--- src/rtl/sparse_triplet_transpose_defines.svh ---
// ---------------------------------------------------------------------------
// Assertion macros for the sparse triplet transpose block
// Each macro needs clk_i and rst_ni in scope.
// ---------------------------------------------------------------------------
`ifndef SPARSE_TRIPLET_TRANSPOSE_DEFINES_SVH
`define SPARSE_TRIPLET_TRANSPOSE_DEFINES_SVH

// Same-cycle implication.
`define STT_ASSERT_IMP(lbl, ante, cons, msg) \
  lbl: assert property (@(posedge clk_i) disable iff (!rst_ni) (ante) |-> (cons)) \
    else $error(msg);

// Next-cycle implication.
`define STT_ASSERT_NXT(lbl, ante, cons, msg) \
  lbl: assert property (@(posedge clk_i) disable iff (!rst_ni) (ante) |=> (cons)) \
    else $error(msg);

`endif

--- src/rtl/stt_pkg.sv ---
// ---------------------------------------------------------------------------
// stt_pkg
// Shared constants, types and helpers of the sparse triplet transpose block.
// ---------------------------------------------------------------------------
package stt_pkg;

  localparam int unsigned MAX_ROWS    = 8;
  localparam int unsigned MAX_COLS    = 8;
  localparam int unsigned VALUE_W     = 32;
  localparam int unsigned ROW_W       = 3;
  localparam int unsigned COL_W       = 3;
  localparam int unsigned DIM_W       = 4;
  localparam int unsigned STORE_DEPTH = MAX_ROWS * MAX_COLS;
  localparam int unsigned ADDR_W      = 6;
  localparam int unsigned CNT_W       = 7;
  localparam int unsigned TRIP_W      = ROW_W + COL_W + VALUE_W;
  localparam int unsigned CFG_IDX_W   = 1;
  localparam int unsigned CFG_DATA_W  = DIM_W;

  // Configuration register indexes
  localparam logic [CFG_IDX_W-1:0] CFG_NUM_ROWS = 1'b0;
  localparam logic [CFG_IDX_W-1:0] CFG_NUM_COLS = 1'b1;

  typedef enum logic [1:0] {
    ST_LOAD,
    ST_EMPTY,
    ST_READ,
    ST_CHECK
  } state_e;

  // Controller to datapath
  typedef struct packed {
    logic accept;
    logic scan_start;
    logic rd_en;
    logic advance;
    logic out_load_trip;
    logic out_load_empty;
    logic finish;
  } cmd_t;

  // Datapath to controller
  typedef struct packed {
    logic matrix_end;
    logic empty_end;
    logic match;
    logic last_emit;
    logic out_free;
  } status_t;

  // Zero acts as one, anything above the maximum acts as the maximum.
  function automatic logic [DIM_W-1:0] clamp_dim(logic [DIM_W-1:0] v,
                                                 logic [DIM_W-1:0] maxv);
    logic [DIM_W-1:0] r;
    r = v;
    if (v == '0) begin
      r = DIM_W'(1);
    end else if (v > maxv) begin
      r = maxv;
    end
    return r;
  endfunction

endpackage

--- src/rtl/sparse_triplet_transpose.sv ---
// ---------------------------------------------------------------------------
// sparse_triplet_transpose
// Load: one element beat per cycle; results only follow the last element.
// Scan: per column and stored triplet, a registered store read, then a compare,
//   until the last triplet is emitted; output stalls hold the compare; all-zero: ST_EMPTY.
// The single store read port sets the scan rate; no element is taken during the scan.
// Reset clears shape (8x8), load position, count and output valid; store contents stay undefined.
// ---------------------------------------------------------------------------
module sparse_triplet_transpose import stt_pkg::*; (
  input  logic                  clk_i,
  input  logic                  rst_ni,
  // configuration write port
  input  logic                  cfg_we_i,
  input  logic [CFG_IDX_W-1:0]  cfg_idx_i,
  input  logic [CFG_DATA_W-1:0] cfg_data_i,
  // element input, one beat per matrix element in row-major order
  input  logic                  in_valid_i,
  output logic                  in_ready_o,
  input  logic [VALUE_W-1:0]    element_value_i,
  // transposed triplet output
  output logic                  out_valid_o,
  input  logic                  out_ready_i,
  output logic [ROW_W-1:0]      out_row_o,
  output logic [COL_W-1:0]      out_col_o,
  output logic [VALUE_W-1:0]    out_value_o,
  output logic [CNT_W-1:0]      nonzero_count_o,
  output logic                  is_empty_o,
  output logic                  is_last_o
);

  // The controller sequences three phases:
  //   load  - take one element beat per cycle, store each nonzero as a triplet
  //   scan  - for every column in ascending order, read each stored triplet
  //           and push matching ones, row and column swapped, into the
  //           output register; the run ends with the last stored triplet
  //           emitted, which also carries is_last
  //   empty - an all-zero matrix gives a single flagged beat
  // The output register lets the last result of a run wait while the next
  // matrix already loads.

  cmd_t    cmd;
  status_t status;

  stt_ctrl u_ctrl (
    .clk_i     (clk_i),
    .rst_ni    (rst_ni),
    .in_valid_i(in_valid_i),
    .in_ready_o(in_ready_o),
    .status_i  (status),
    .cmd_o     (cmd)
  );

  stt_dp u_dp (
    .clk_i          (clk_i),
    .rst_ni         (rst_ni),
    .cfg_we_i       (cfg_we_i),
    .cfg_idx_i      (cfg_idx_i),
    .cfg_data_i     (cfg_data_i),
    .element_value_i(element_value_i),
    .cmd_i          (cmd),
    .status_o       (status),
    .out_valid_o    (out_valid_o),
    .out_ready_i    (out_ready_i),
    .out_row_o      (out_row_o),
    .out_col_o      (out_col_o),
    .out_value_o    (out_value_o),
    .nonzero_count_o(nonzero_count_o),
    .is_empty_o     (is_empty_o),
    .is_last_o      (is_last_o)
  );

endmodule

--- src/rtl/stt_ram.sv ---
// ---------------------------------------------------------------------------
// stt_ram
// Generic single-write, single-read RAM with registered read data.
// ---------------------------------------------------------------------------
module stt_ram #(
  parameter int unsigned Width = 32,
  parameter int unsigned Depth = 64,
  localparam int unsigned AddrW = (Depth > 1) ? $clog2(Depth) : 1
) (
  input  logic             clk_i,
  input  logic             we_i,
  input  logic [AddrW-1:0] waddr_i,
  input  logic [Width-1:0] wdata_i,
  input  logic             re_i,
  input  logic [AddrW-1:0] raddr_i,
  output logic [Width-1:0] rdata_o
);

  logic [Width-1:0] mem_q [Depth];
  logic [Width-1:0] rdata_q;

  always_ff @(posedge clk_i) begin
    if (we_i) begin
      mem_q[waddr_i] <= wdata_i;
    end
    if (re_i) begin
      rdata_q <= mem_q[raddr_i];
    end
  end

  assign rdata_o = rdata_q;

endmodule

--- src/rtl/stt_ctrl.sv ---
// ---------------------------------------------------------------------------
// stt_ctrl
// Sequencer: load elements, then run the column-by-triplet scan or emit the empty beat.
// ---------------------------------------------------------------------------
module stt_ctrl import stt_pkg::*; (
  input  logic    clk_i,
  input  logic    rst_ni,
  input  logic    in_valid_i,
  output logic    in_ready_o,
  input  status_t status_i,
  output cmd_t    cmd_o
);

  state_e state_q, state_d;

  always_ff @(posedge clk_i or negedge rst_ni) begin
    if (!rst_ni) begin
      state_q <= ST_LOAD;
    end else begin
      state_q <= state_d;
    end
  end

  always_comb begin
    state_d    = state_q;
    cmd_o      = '0;
    in_ready_o = 1'b0;
    case (state_q)
      ST_LOAD: begin
        in_ready_o   = 1'b1;
        cmd_o.accept = in_valid_i;
        if (in_valid_i && status_i.matrix_end) begin
          if (status_i.empty_end) begin
            state_d = ST_EMPTY;
          end else begin
            cmd_o.scan_start = 1'b1;
            state_d          = ST_READ;
          end
        end
      end
      ST_EMPTY: begin
        if (status_i.out_free) begin
          cmd_o.out_load_empty = 1'b1;
          state_d              = ST_LOAD;
        end
      end
      ST_READ: begin
        cmd_o.rd_en = 1'b1;
        state_d     = ST_CHECK;
      end
      ST_CHECK: begin
        if (status_i.match) begin
          // hold the read data until the output register frees up
          if (status_i.out_free) begin
            cmd_o.out_load_trip = 1'b1;
            cmd_o.advance       = 1'b1;
            if (status_i.last_emit) begin
              cmd_o.finish = 1'b1;
              state_d      = ST_LOAD;
            end else begin
              state_d = ST_READ;
            end
          end
        end else begin
          cmd_o.advance = 1'b1;
          state_d       = ST_READ;
        end
      end
      default: begin
        state_d = ST_LOAD;
      end
    endcase
  end

endmodule

--- src/rtl/stt_dp.sv ---
// ---------------------------------------------------------------------------
// stt_dp
// Shape registers, load counters, triplet store, scan counters, output register.
// ---------------------------------------------------------------------------
`include "sparse_triplet_transpose_defines.svh"

module stt_dp import stt_pkg::*; (
  input  logic                  clk_i,
  input  logic                  rst_ni,
  input  logic                  cfg_we_i,
  input  logic [CFG_IDX_W-1:0]  cfg_idx_i,
  input  logic [CFG_DATA_W-1:0] cfg_data_i,
  input  logic [VALUE_W-1:0]    element_value_i,
  input  cmd_t                  cmd_i,
  output status_t               status_o,
  output logic                  out_valid_o,
  input  logic                  out_ready_i,
  output logic [ROW_W-1:0]      out_row_o,
  output logic [COL_W-1:0]      out_col_o,
  output logic [VALUE_W-1:0]    out_value_o,
  output logic [CNT_W-1:0]      nonzero_count_o,
  output logic                  is_empty_o,
  output logic                  is_last_o
);

  logic [DIM_W-1:0]   num_rows_q, num_cols_q;
  logic [DIM_W-1:0]   rows_eff, cols_eff;
  logic [ROW_W-1:0]   load_row_q;
  logic [COL_W-1:0]   load_col_q;
  logic [CNT_W-1:0]   count_q;
  logic [ADDR_W-1:0]  scan_idx_q;
  logic [COL_W-1:0]   scan_col_q;
  logic [CNT_W-1:0]   emit_cnt_q;
  logic               row_end, nonzero, store_full, wr_en;
  logic [TRIP_W-1:0]  rd_data;
  logic [ROW_W-1:0]   rd_row;
  logic [COL_W-1:0]   rd_col;
  logic [VALUE_W-1:0] rd_value;

  logic               out_valid_q;
  logic [ROW_W-1:0]   out_row_q;
  logic [COL_W-1:0]   out_col_q;
  logic [VALUE_W-1:0] out_value_q;
  logic [CNT_W-1:0]   out_count_q;
  logic               out_empty_q, out_last_q;

  // Shape registers
  always_ff @(posedge clk_i or negedge rst_ni) begin
    if (!rst_ni) begin
      num_rows_q <= DIM_W'(MAX_ROWS);
      num_cols_q <= DIM_W'(MAX_COLS);
    end else if (cfg_we_i) begin
      case (cfg_idx_i)
        CFG_NUM_ROWS: num_rows_q <= cfg_data_i;
        CFG_NUM_COLS: num_cols_q <= cfg_data_i;
        default: ;
      endcase
    end
  end

  assign rows_eff = clamp_dim(num_rows_q, DIM_W'(MAX_ROWS));
  assign cols_eff = clamp_dim(num_cols_q, DIM_W'(MAX_COLS));

  assign row_end    = ({1'b0, load_col_q} + DIM_W'(1)) >= cols_eff;
  assign nonzero    = element_value_i != '0;
  assign store_full = count_q >= CNT_W'(STORE_DEPTH);
  assign wr_en      = cmd_i.accept && nonzero && !store_full;

  // Load counters and nonzero count
  always_ff @(posedge clk_i or negedge rst_ni) begin
    if (!rst_ni) begin
      load_row_q <= '0;
      load_col_q <= '0;
      count_q    <= '0;
    end else begin
      if (cmd_i.accept) begin
        if (status_o.matrix_end) begin
          load_row_q <= '0;
          load_col_q <= '0;
        end else if (row_end) begin
          load_col_q <= '0;
          load_row_q <= load_row_q + ROW_W'(1);
        end else begin
          load_col_q <= load_col_q + COL_W'(1);
        end
      end
      if (wr_en) begin
        count_q <= count_q + CNT_W'(1);
      end else if (cmd_i.finish) begin
        count_q <= '0;
      end
    end
  end

  stt_ram #(
    .Width(TRIP_W),
    .Depth(STORE_DEPTH)
  ) u_store (
    .clk_i  (clk_i),
    .we_i   (wr_en),
    .waddr_i(count_q[ADDR_W-1:0]),
    .wdata_i({load_row_q, load_col_q, element_value_i}),
    .re_i   (cmd_i.rd_en),
    .raddr_i(scan_idx_q),
    .rdata_o(rd_data)
  );

  assign {rd_row, rd_col, rd_value} = rd_data;

  // Scan counters: column outer, triplet index inner
  always_ff @(posedge clk_i or negedge rst_ni) begin
    if (!rst_ni) begin
      scan_idx_q <= '0;
      scan_col_q <= '0;
      emit_cnt_q <= '0;
    end else if (cmd_i.scan_start) begin
      scan_idx_q <= '0;
      scan_col_q <= '0;
      emit_cnt_q <= '0;
    end else begin
      if (cmd_i.advance) begin
        if (({1'b0, scan_idx_q} + CNT_W'(1)) >= count_q) begin
          scan_idx_q <= '0;
          scan_col_q <= scan_col_q + COL_W'(1);
        end else begin
          scan_idx_q <= scan_idx_q + ADDR_W'(1);
        end
      end
      if (cmd_i.out_load_trip) begin
        emit_cnt_q <= emit_cnt_q + CNT_W'(1);
      end
    end
  end

  // Output register
  always_ff @(posedge clk_i or negedge rst_ni) begin
    if (!rst_ni) begin
      out_valid_q <= 1'b0;
    end else if (cmd_i.out_load_trip || cmd_i.out_load_empty) begin
      out_valid_q <= 1'b1;
    end else if (out_ready_i) begin
      out_valid_q <= 1'b0;
    end
  end

  always_ff @(posedge clk_i) begin
    if (cmd_i.out_load_trip) begin
      out_row_q   <= scan_col_q;
      out_col_q   <= rd_row;
      out_value_q <= rd_value;
      out_count_q <= count_q;
      out_empty_q <= 1'b0;
      out_last_q  <= status_o.last_emit;
    end else if (cmd_i.out_load_empty) begin
      out_row_q   <= '0;
      out_col_q   <= '0;
      out_value_q <= '0;
      out_count_q <= '0;
      out_empty_q <= 1'b1;
      out_last_q  <= 1'b1;
    end
  end

  assign status_o.matrix_end = row_end &&
                               (({1'b0, load_row_q} + DIM_W'(1)) >= rows_eff);
  assign status_o.empty_end  = (count_q == '0) && !nonzero;
  assign status_o.match      = rd_col == scan_col_q;
  assign status_o.last_emit  = (emit_cnt_q + CNT_W'(1)) == count_q;
  assign status_o.out_free   = !out_valid_q || out_ready_i;

  assign out_valid_o     = out_valid_q;
  assign out_row_o       = out_row_q;
  assign out_col_o       = out_col_q;
  assign out_value_o     = out_value_q;
  assign nonzero_count_o = out_count_q;
  assign is_empty_o      = out_empty_q;
  assign is_last_o       = out_last_q;

  `STT_ASSERT_IMP(a_count_bound, 1'b1, count_q <= CNT_W'(STORE_DEPTH), "count past store depth")
  `STT_ASSERT_IMP(a_load_needs_room, cmd_i.out_load_trip || cmd_i.out_load_empty, status_o.out_free, "output register overwritten")
  `STT_ASSERT_IMP(a_no_rw_clash, wr_en, !cmd_i.rd_en, "store written during scan")
  `STT_ASSERT_IMP(a_emit_bound, cmd_i.out_load_trip, emit_cnt_q < count_q, "more results than triplets")
  `STT_ASSERT_NXT(a_finish_clears, cmd_i.finish, count_q == '0, "count not cleared after run")

endmodule
--- config.mk ---
export PLATFORM = sky130hd
export DESIGN_NAME = sparse_triplet_transpose
export DESIGN_NICKNAME = d
export VERILOG_FILES = /design/src/rtl/stt_pkg.sv /design/src/rtl/sparse_triplet_transpose.sv /design/src/rtl/stt_ram.sv /design/src/rtl/stt_ctrl.sv /design/src/rtl/stt_dp.sv
export VERILOG_INCLUDE_DIRS = /design/src /design/src/rtl
export SDC_FILE = /design/constraint.sdc
export NUM_CORES = 2
export LEC_CHECK = 0
export CORE_ASPECT_RATIO = 1.1
export CORE_MARGIN = 8
export CORE_UTILIZATION = 34
export DETAILED_ROUTE_END_ITERATION = 8
export DONT_BUFFER_PORTS = 1
export PLACE_DENSITY_LB_ADDON = 0.3
export SLEW_MARGIN = 20
export SYNTH_ARGS = -nofsm -noshare
export SYNTH_HDL_FRONTEND = slang
export SYNTH_SLANG_ARGS = --single-unit
--- constraint.sdc ---
create_clock -name clk_i -period 3.5 [get_ports clk_i]
set_input_delay 0.175 -clock clk_i [delete_from_list [all_inputs] [get_ports clk_i]]
set_output_delay 0.175 -clock clk_i [all_outputs]
set_load 0.02 [all_outputs]
# Word-level counts from Yosys, hierarchy flattened
# Memories as Yosys holds them, arrays and structs flattened. A register that Yosys moved wholly into a read port is not among the register bits.
# Index checks and enable logic that the tools add are counted.
[classes]
add_sub_neg = 9
magnitude_cmp = 6
n_eq_ne = 8
muxes = 53
bitwise_logic = 1
n_reduce_logical = 27
[op_table]
columns = ["operator", "count"]
rows = [
  ["$mux 32", 2],
  ["$mux 7", 6],
  ["$reduce_bool 32->1", 1],
  ["$mux 3", 10],
  ["$mux 1", 18],
  ["$mux 2", 9],
  ["$mux 6", 3],
  ["$mux 4", 4],
  ["$add 7x1->7 const B", 2],
  ["$reduce_bool 2->1", 7],
  ["$add 3x1->3 const B", 3],
  ["$add 3x1->4 const B", 2],
  ["$ge 4x4->1", 2],
  ["$gt 4x4->1 const B", 2],
  ["$logic_not 4->1", 2],
  ["$pmux 2 s4", 1],
  ["$reduce_and 2->1", 4],
  ["$add 6x1->7 const B", 1],
  ["$eq 7x7->1", 1],
  ["$ge 7x7->1", 1],
  ["$ge 7x7->1 const B", 1],
  ["$logic_not 7->1", 1],
  ["$add 6x1->6 const B", 1],
  ["$logic_and 1x1->1", 5],
  ["other kinds (11)", 15],
]
[word_totals]
reg_bits = 87
ram_bits = 2432
inputBits = 42
out_inout_bits = 49
wordCells = 121
n_memories = 1
[memory_table]
columns = ["memory", "depth", "width", "rd", "rd_clocked_by_memory_dff", "write_ports", "line", "rtl"]
rows = [
  ["u_dp.u_store.mem_q", 64, 38, 1, 1, 1, "stt_ram.sv:19", "logic [Width-1:0] mem_q [Depth];"],
]

# Depth between registers and ports, before layout
[depth]
ltp_word = 12
mapped_depth = 14
depth_no_buf = 10

# By module
# A second synthesis with hierarchy kept.
[unflattened]
cells_unflattened = 4380
area_unflattened_um2 = 97732.5
[by_module_without_submodules]
columns = ["mod", "n_inst", "cells_each", "area_per_inst_um2", "seq_area_each_um2"]
rows = [
  ["stt_ram", 1, 3989, 93319.5, 74171.1],
  ["stt_dp", 1, 372, 4259.1, 2354.8],
  ["stt_ctrl", 1, 19, 153.9, 50.0],
]

# Worst setup path after synthesis
# Ideal clock, no wire load.
[synth_path]
path_kind = "register to register"
start = "reg u_ctrl.state_q[1]"
end = "mem u_dp.u_store.mem_q[4][0] (netlist name) (enable)"
setup_time_ns = 0.434
arrival_time_ns = 3.294
t_required_ns = 3.066
path_slack_ns = -0.228
stages_incl_launch_ff = 7
synth_period_minus_slack_ns = 3.728
cell_sequence = "dfrtp_1 -> or3b_1 -> nor2_1 -> o21a_1 -> buf_2 -> nand4_1 -> nor2_1"
[synth_via]
elab_chain_len = 6
[synth_lines]
columns = ["item", "line", "rtl"]
rows = [
  ["start: declaration", "stt_ctrl.sv:14", "state_e state_q, state_d;"],
  ["start signal: assignment", "stt_ctrl.sv:20", "state_q <= state_d;"],
  ["$logic_not 2->1", "stt_ctrl.sv:28", "case (state_q)"],
  ["$mux 2", "stt_ctrl.sv:28", ""],
  ["$logic_and 1x1->1 (2 in series)", "stt_dp.sv:67", "assign wr_en = cmd_i.accept && nonzero && !store_full;"],
  ["$mux 1", "stt_ram.sv:23", "if (we_i) begin"],
  ["$mux 1 (not written as such)", "stt_ram.sv:24", "mem_q[waddr_i] <= wdata_i;"],
  ["end: declaration", "stt_ram.sv:19", ""],
]
# Every way passes these cells.

==> results.sh <==
export IMPL_fillCellCount=25400
export IMPL_cts_sinks=2557
export IMPL_routed_via_count=47200
export IMPL_rsz0062_at_grt="no"
export IMPL_syn_cell_area_mm2=0.0981
export IMPL_cts_max_level=4
export IMPL_fin_crit_sh_pct=93.2
export IMPL_wl_um=270000
export IMPL_critical_path_class="flop to flop"
export IMPL_crit_family="compound AO/OA/AOI/OAI gates"
export IMPL_r2r_cells=8
export IMPL_grt_max_degree=88
export IMPL_synth_cells=4329
export IMPL_route_detailed_wl_per_inst_um=30.7
export IMPL_min_from="out_ready_i"
export IMPL_yosys_area_top_type_share_pct=77.0
export IMPL_endpoint_kind="flop"
export IMPL_r2r_end="u_dp.u_store.rdata_o[1]$_DFFE_PP_"
export IMPL_drive_gt1_share_pct=28.1
export IMPL_period_needed_ns=3.26
export IMPL_slew_viol_final=0
export IMPL_skew_ns=0.0621
export IMPL_multi_input_area_mm2=0.0207
export IMPL_die_x_um=528
export IMPL_tightestPinTransition_ns=0.949
export IMPL_grt_usage_pct=17.2
export IMPL_dpl_cell_count=8246
export IMPL_initial_utilization_pct=34.1
export IMPL_gp_congestion=0.790
export IMPL_portBuffers=0
export IMPL_synth_edff_count=2516
export IMPL_grt_overflow=0
export IMPL_antenna_found_initial=18
export IMPL_dp_hpwl_um=157000
export IMPL_cp_cell_sequence="buf_12 -> buf_12 -> buf_12 -> mux4_2 -> mux2i_1 -> a21oi_1 -> o21ai_1 -> nand2_1"
export IMPL_coreArea_mm2=0.288
export IMPL_first_pass_iters=5
export IMPL_async_reset_ff_share_pct=1.56
export IMPL_powerDensity_mw_per_mm2=714
export IMPL_cp_max_fo=40
export IMPL_route_detailed_drc=0
export IMPL_num_rows=207
export IMPL_ir_drop_mv=0.498
export IMPL_synth_area_leader_cell="edfxtp_1"
export IMPL_hold_end="u_ctrl.state_q[0]$_DFFE_PN0P_"
export IMPL_syn_to_final_growth_pct=17.3
export IMPL_cap_violations=0
export IMPL_fmax_mhz=307
export IMPL_seq_area_mm2=0.0766
export IMPL_cts_tree="built"
export IMPL_dieHeight_um=579
export IMPL_clkLatencyLatePin_ns=0.89
export IMPL_finalWorstSetupSlack_ns=0.238
export IMPL_arrival_ns=3.98
export IMPL_totalPowerFinal_uw=82100
export IMPL_cp_required_ns=4.22
export IMPL_dp_worst_setup_slack_ns=0.272
export IMPL_io_pins=91
export IMPL_synth_seq_area_share_pct=78.1
export IMPL_ys_ff_latch=2557
export IMPL_yosys_warnings=0
export IMPL_cts_made_buffers=243
export IMPL_crit_top_cell="buf_12"
export IMPL_drtAntennaViolNets=0
export IMPL_critical_path_buf_inv_count=3
export IMPL_final_nets=4776
export IMPL_dieArea_mm2=0.306
export IMPL_post_route_util_pct=39.9
export IMPL_ys_types=60
export IMPL_clockBufferDepth=4
export IMPL_holdCritPathClass="input pin to flop"
export IMPL_first_global_vias=48200
export IMPL_grt_pass1_wl_um=378000
export IMPL_startpoint_type="flop"
export IMPL_synthFlopType="edfxtp_1"
export IMPL_status="finished, final reports clean"
export IMPL_timing_rr_start="u_dp.scan_idx_q[1]$_DFFE_PN0P_"
export IMPL_leakage_uw=0.0353
export IMPL_post_cts_setup_buffer_count=0
export IMPL_syn_num_nets=4393
export IMPL_clk_pin_slew_ns=0.06
export IMPL_cpMaxStageDelayCell="a21oi_1"
export IMPL_hold_viol_final=0
export IMPL_relSlewSlack_pct=36.3
export IMPL_min_path_cells=4
export IMPL_drt_vias_per_instance=5.38
export IMPL_reg2reg_slack_ns=0.24
export IMPL_setup_tns_ns=0
export IMPL_drt_iter0_drc=5223
export IMPL_crit_path_max_incr_delay_ns=0.75
export IMPL_finalNonFillerCells=8784
export IMPL_syn_avg_cell_area_um2=22.7
export IMPL_report_final_setup_viol=0
export IMPL_synthTopCellsByArea="edfxtp_1, mux4_2, mux2i_1"
export IMPL_clockRootBuffer="clkbuf_16"
cells in the mapped netlist, drive strengths merged (42+ instances only):
library cell / n
nand2: 80
clkbuf: 83
and2: 42
mux4: 628
edfxtp: 2516
a21oi: 109
o21ai: 55
nor2: 108
o221ai: 62
buf: 145
mux2i: 132
a22oi: 51
stage by stage:
step	hold WS, ns	area (um^2)
after CTS	0.00139	115000
after floorplan	-0.121	98100
final	0.0868	115000
after detailed placement	-0.119	106000
after global routing	0.0851	115000
after global placement	-0.118	106000
worst register-to-register path, delay by kind of cell, from the launching register on:
kind | cells | cell delay, ns
flip-flops | 1 | 0.64
buffers and inverters | 3 | 0.92
AND/OR/NAND/NOR | 1 | 0.15
AO/OA/AOI/OAI | 2 | 1.04
multiplexers | 2 | 0.34
kinds of logic after synthesis:
family / after synthesis / synth area share [%]
flops: 2557 / 78.1
mux: 770 / 15.9
compound gates: 364 / 2.46
simple gates: 354 / 1.75
buf+inv: 239 / 1.37
xor+xnor: 23 / 0.205
fa+ha+maj: 22 / 0.281
routing by layer:
layer	GRT usage, %	routed length, um
met1	23.2	110000
met2	28.8	132000
met3	3.21	19900
met4	4.72	7280
met5	0	105
worst max-delay path by stage:
stage                                               from  cells after the start  slack (ns)                            endpoint
after floorplan            u_ctrl.state_q[1]$_DFFE_PN0P_                      6       -0.23  u_dp.u_store.mem_q[4][0]$_DFFE_PP_
after global placement    u_dp.scan_idx_q[1]$_DFFE_PN0P_                      8        0.27  u_dp.u_store.rdata_o[28]$_DFFE_PP_
after detailed placement  u_dp.scan_idx_q[1]$_DFFE_PN0P_                      8        0.27  u_dp.u_store.rdata_o[28]$_DFFE_PP_
after CTS                 u_dp.scan_idx_q[1]$_DFFE_PN0P_                      8        0.23  u_dp.u_store.rdata_o[28]$_DFFE_PP_
after global routing      u_dp.scan_idx_q[1]$_DFFE_PN0P_                      8        0.14  u_dp.u_store.rdata_o[28]$_DFFE_PP_
final                     u_dp.scan_idx_q[1]$_DFFE_PN0P_                      8        0.24   u_dp.u_store.rdata_o[1]$_DFFE_PP_
layout make-up:
| cell class | instances | area share, % |
|---|---|---|
| flip-flops and latches | 2557 | 66.6 |
| multi-input cells | 1533 | 18.0 |
| clock buffers | 299 | 5.58 |
| repair buffers | 366 | 4.40 |
| well taps | 3866 | 4.21 |
| clock inverters | 145 | 1.15 |
| inverters | 11 | 0.0359 |
| diodes | 7 | 0.0152 |
power by group:
part           internal (uW)  total (uW)  switching (uW)  leakage [uW]
combinational           8940       20100           11100       0.00839
sequential             35000       36100            1010        0.0232
clock                  14600       25900           11400       0.00376
total                  58600       82100           23500        0.0353
cells in the final DEF (no fill, tap or decap), drive strengths merged, types with 7 or more instances in the layout:
| master | n |
|---|---|
| edfxtp | 2516 |
| and2 | 42 |
| nand3 | 34 |
| xnor2 | 11 |
| nor2b | 16 |
| o22ai | 29 |
| dlygate4sd3 | 53 |
| a21oi | 109 |
| nor2 | 108 |
| nand4 | 15 |
| a22oi | 51 |
| mux2i | 132 |
| clkinv | 113 |
| inv | 12 |
| o221ai | 62 |
| buf | 313 |
| nor4 | 10 |
| mux4 | 628 |
| o21ai | 55 |
| xor2 | 12 |
| diode | 7 |
| dfrtp | 38 |
| nand2b | 12 |
| a211oi | 10 |
| mux2 | 10 |
| nand2 | 80 |
| clkbuf | 299 |
| clkinvlp | 9 |
| bufinv | 22 |
| nor3 | 19 |
| or3 | 8 |
| ha | 22 |
state kept, by name, summed over array words and instances, names as in the netlist, 4 cells and up:
name	cells
u_dp.count_q	7
u_dp.emit_cnt_q	7
u_dp.nonzero_count_o	7
u_dp.num_cols_q	4
u_dp.num_rows_q	4
u_dp.out_value_o	32
u_dp.scan_idx_q	6
u_dp.u_store.mem_q	2432
u_dp.u_store.rdata_o	38
timing repair:
item | 4_1_cts | 5_1_grt
hold buffers | 87 | 0
endpoints found under the hold margin | 2119 | 0
resized for setup | 0 | 0
Note: power is estimated with default switching activity, not from simulation.
